`config.mk`:
```
export PLATFORM = sky130hd
export DESIGN_NAME = swv_mul
export DESIGN_NICKNAME = d
export VERILOG_FILES = /design/src/rtl/core/swv_pkg.sv /design/src/rtl/core/swv_mul.sv
export SDC_FILE = /design/constraint.sdc
export NUM_CORES = 2
export LEC_CHECK = 0
export BUFFER_PORTS_ARGS = -buffer_cell sky130_fd_sc_hd__buf_2
export CAP_MARGIN = 20
export CORE_MARGIN = 8
export CORE_UTILIZATION = 38
export CTS_CLUSTER_DIAMETER = 80
export DETAILED_ROUTE_END_ITERATION = 8
export PLACE_DENSITY = 0.56
export SKIP_CTS_REPAIR_TIMING = 1
export SYNTH_ARGS = -nofsm -noshare
export SYNTH_HDL_FRONTEND = slang
export SYNTH_SLANG_ARGS = --single-unit
```
`constraint.sdc`:
```
create_clock -name clk -period 8 [get_ports clk]
set_clock_uncertainty 0.2 [all_clocks]
set_input_delay 0.4 -clock clk [delete_from_list [all_inputs] [get_ports clk]]
set_output_delay 0.4 -clock clk [all_outputs]
set_load 0.02 [all_outputs]
```
`src/rtl/core/swv_pkg.sv`:
```
// ----------------------------------------------------------------------------
// swv_pkg
// shared types, widths and codes of the wall visibility block
// ----------------------------------------------------------------------------
package swv_pkg;

	localparam int MAX_WALLS = 64;
	localparam int ADDR_W    = (MAX_WALLS > 1) ? $clog2(MAX_WALLS) : 1;
	localparam int CNT_W     = $clog2(MAX_WALLS + 1);

	localparam int COORD_W = 24;   // signed Q15.8
	localparam int HALF_W  = 23;   // unsigned Q15.8
	localparam int WIDX_W  = 6;    // wall_index / blocker_index field
	localparam int CFG_W   = 23;   // widest register
	localparam int COUNT_W = 7;
	localparam int DELTA_W = COORD_W + 1;
	localparam int REL_W   = COORD_W + 2;
	localparam int PROD_W  = 2 * REL_W;

	localparam logic [HALF_W-1:0] RADIUS_RESET = 23'd102400;

	typedef enum logic [0:0] {
		REG_SIGHT_RADIUS = 1'b0,
		REG_WALL_COUNT   = 1'b1
	} reg_idx_t;

	typedef enum logic [0:0] {
		KIND_WRITE = 1'b0,
		KIND_QUERY = 1'b1
	} kind_t;

	typedef struct packed {
		logic signed [COORD_W-1:0] cx;
		logic signed [COORD_W-1:0] cy;
		logic [HALF_W-1:0]         hw;
		logic [HALF_W-1:0]         hh;
	} wall_t;

	typedef struct packed {
		logic              visible;
		logic              out_of_range;
		logic              blocked;
		logic [WIDX_W-1:0] blocker_index;
		logic              write_done;
	} result_t;

	typedef enum logic [3:0] {
		ST_IDLE,
		ST_RNG_DX,
		ST_RNG_DY,
		ST_RNG_R,
		ST_RNG_CMP,
		ST_WALL_RD,
		ST_WALL_REL,
		ST_WALL_X,
		ST_Y_P0,
		ST_Y_P1,
		ST_Y_P2,
		ST_Y_P3,
		ST_Y_P4,
		ST_RESULT
	} state_t;

endpackage

```
`src/rtl/core/swv_mul.sv`:
```
// ----------------------------------------------------------------------------
// swv_mul
// shared signed multiplier with registered product
// ----------------------------------------------------------------------------
module swv_mul (
	input  logic                                clk,
	input  logic signed [swv_pkg::REL_W-1:0]    a,
	input  logic signed [swv_pkg::REL_W-1:0]    b,
	output logic signed [swv_pkg::PROD_W-1:0]   p_s1
);
	import swv_pkg::*;

	always_ff @(posedge clk) begin
		p_s1 <= PROD_W'(a) * PROD_W'(b);
	end
endmodule

```
==> flow_summary.ini <==
[yosys]
netlist_area_um2 = 25600
yosys_warnings = 0
yosysTopAreaCell = fa_1
yosys.area.top_type_share = 0.555
synth_area_leaders = fa_1 55%, inv_1 11%, ha_1 7.1%
synthesis.nets = 3672
synth_edf_count = 0
async_flop_share = 0
synth_seq_area_share = 0.0406
syn_area_per_cell_um2 = 9.27
ys_seq_elements = 52
yosysUniqueCellTypes = 54
syn_inst = 2763
synth_top_flop_cell = dfxtp_1

[drt]
drc = 0
drtIter0Drc = 832
routed-via-count = 17894
via_per_inst = 4.87
wl_per_cell_um = 18.4
route.met2.wl_mm = 37.1
ant_nets = 0
drt_wl_total_mm = 67.7
wl_met3_mm = 2.43
drt_first_pass_iters = 5
met1_length_mm = 25.7
routed.top_layer = met4

[status]
status = completed

[timing]
worstMarginPinSlew_ns = 0.712
period_minus_slack_ns = 7.47
hold_viol = 0
relSlewSlack = 0.525
fin_crit_sh = 0.934
setup_tns_ns = 0
max_freq_ghz = 0.134
setup_violations = 0
drv_slew = 0
rsz0062_at_grt = no

[setup_path]
crit_type = input port to flop
crit_required_ns = 7.98
critical_path.slowest_cell = a211oi_1
max_stage_delay_ns = 0.60
critPathCaptureType = flop
cp-start-kind = input port
critPathMaxFanout = 26
cp.arrival_ns = 7.45

[final_layout]
area_growth_pct = 6.45
drive_gt1_frac = 0.0625
final_common_cell = inv_1
final_cell_mix = 737 x inv_1, 710 x fa_1, 398 x nand2_1, 281 x and2_1, 146 x ha_1
largest_reg_flops = 52
postLayoutCoreUtil = 0.407
largest_register = p_s1
reg.largest.list = p_s1 x52
fin_area_um2 = 27300
fin_nets = 3706

[global_route]
antenna_found_initial = 2
grt_overflow = 0
grt_pass1_wl_mm = 111
grt_pass1_vias = 20730
grt_max_degree = 27
grt_usage = 0.187

[clock_tree]
clkTransAtPathRegs_ns = 0.08
clock_sinks = 52
clock_path_buffers = 2
numCtsBuffers = 5
h-tree-depth = 2
cts_tree = yes
root_buffer = clkbuf_16

[floorplanning]
coreArea_um2 = 66900
num_rows = 95
dieArea_um2 = 76000
dieHeight_um = 276
start_util = 0.383
die_width_um = 276
io_pins = 105

[hold_path]
hold_path.class = input port to flop
worstHoldStart = b[0]
hold_depth = 2
hold_end = p_s1[0]

[placement]
placedInstanceArea_um2 = 27100
gp_congestion = 0.879
hpwl_mm = 58.9
port_buffers = 104

[job]
maxCapViolations = 0
[per-layer routing]
metal	vias to the layer above	global-route usage
met2	373	0.354
met1	9460	0.217
li1	7944	-
met3	117	0.0215
met4	0	0.0596
met5	-	0
[critical path, delay by kind of cell]
kind                     cells  cell delay, ns
adder cells (fa/ha/maj)      8            3.95
AO/OA/AOI/OAI                5            1.52
AND/OR/NAND/NOR              4            0.72
buffers and inverters        8            0.85
[kinds of logic after synthesis]
kind of cell             Yosys count  share of synthesized area
adder cells (fa/ha/maj)          856                      0.626
AND/OR/NAND/NOR                  778                      0.146
buffers and inverters            860                      0.126
XOR/XNOR                          57                     0.0195
AO/OA/AOI/OAI                    160                     0.0417
flip-flops                        52                     0.0406
[synth_stat cells (all sizes together) (2+ instances only)]
cell     number
inv         737
fa          710
nand2       398
and2        282
ha          146
clkbuf      122
a21oi        57
dfxtp        52
nor2         50
xnor2        46
o21ai        26
a21o         20
nand3        11
nand4        11
xor2         11
a211oi        9
o211ai        9
o21bai        8
nand2b        7
a31oi         4
nor3          4
o21a          4
o2111ai       3
o22ai         3
or2           3
or3           3
or4           3
a221o         2
a221oi        2
nor2b         2
o311ai        2
[cell type report]
class,instances,area [um2]
clock inverters,3,28.8
clock buffers,5,125
well taps,873,1090
flip-flops and latches,52,1040
multi-input cells,1851,21300
fillers,6742,39700
inverters,737,2770
diodes,1,2.50
repair buffers,150,866
[worst max path at each step]
stage | start | to
floorplan | a[25] | p_s1[44]
global placement | b[2] | p_s1[45]
detailed placement | b[2] | p_s1[45]
CTS | b[2] | p_s1[45]
global route | b[2] | p_s1[51]
finish | a[11] | p_s1[51]
[metrics by stage]
stage	setup WS, ns	hold WS (ns)	instances
finish	0.528	0.422	3672
global route	0.0808	0.430	3671
CTS	0.507	0.412	3671
detailed placement	0.198	0.617	3663
global placement	0.213	0.618	3663
floorplan	0.974	0.327	2763
Power is not shown: default switching activity piles up to over one toggle a cycle in this logic, so the estimate is an artifact.
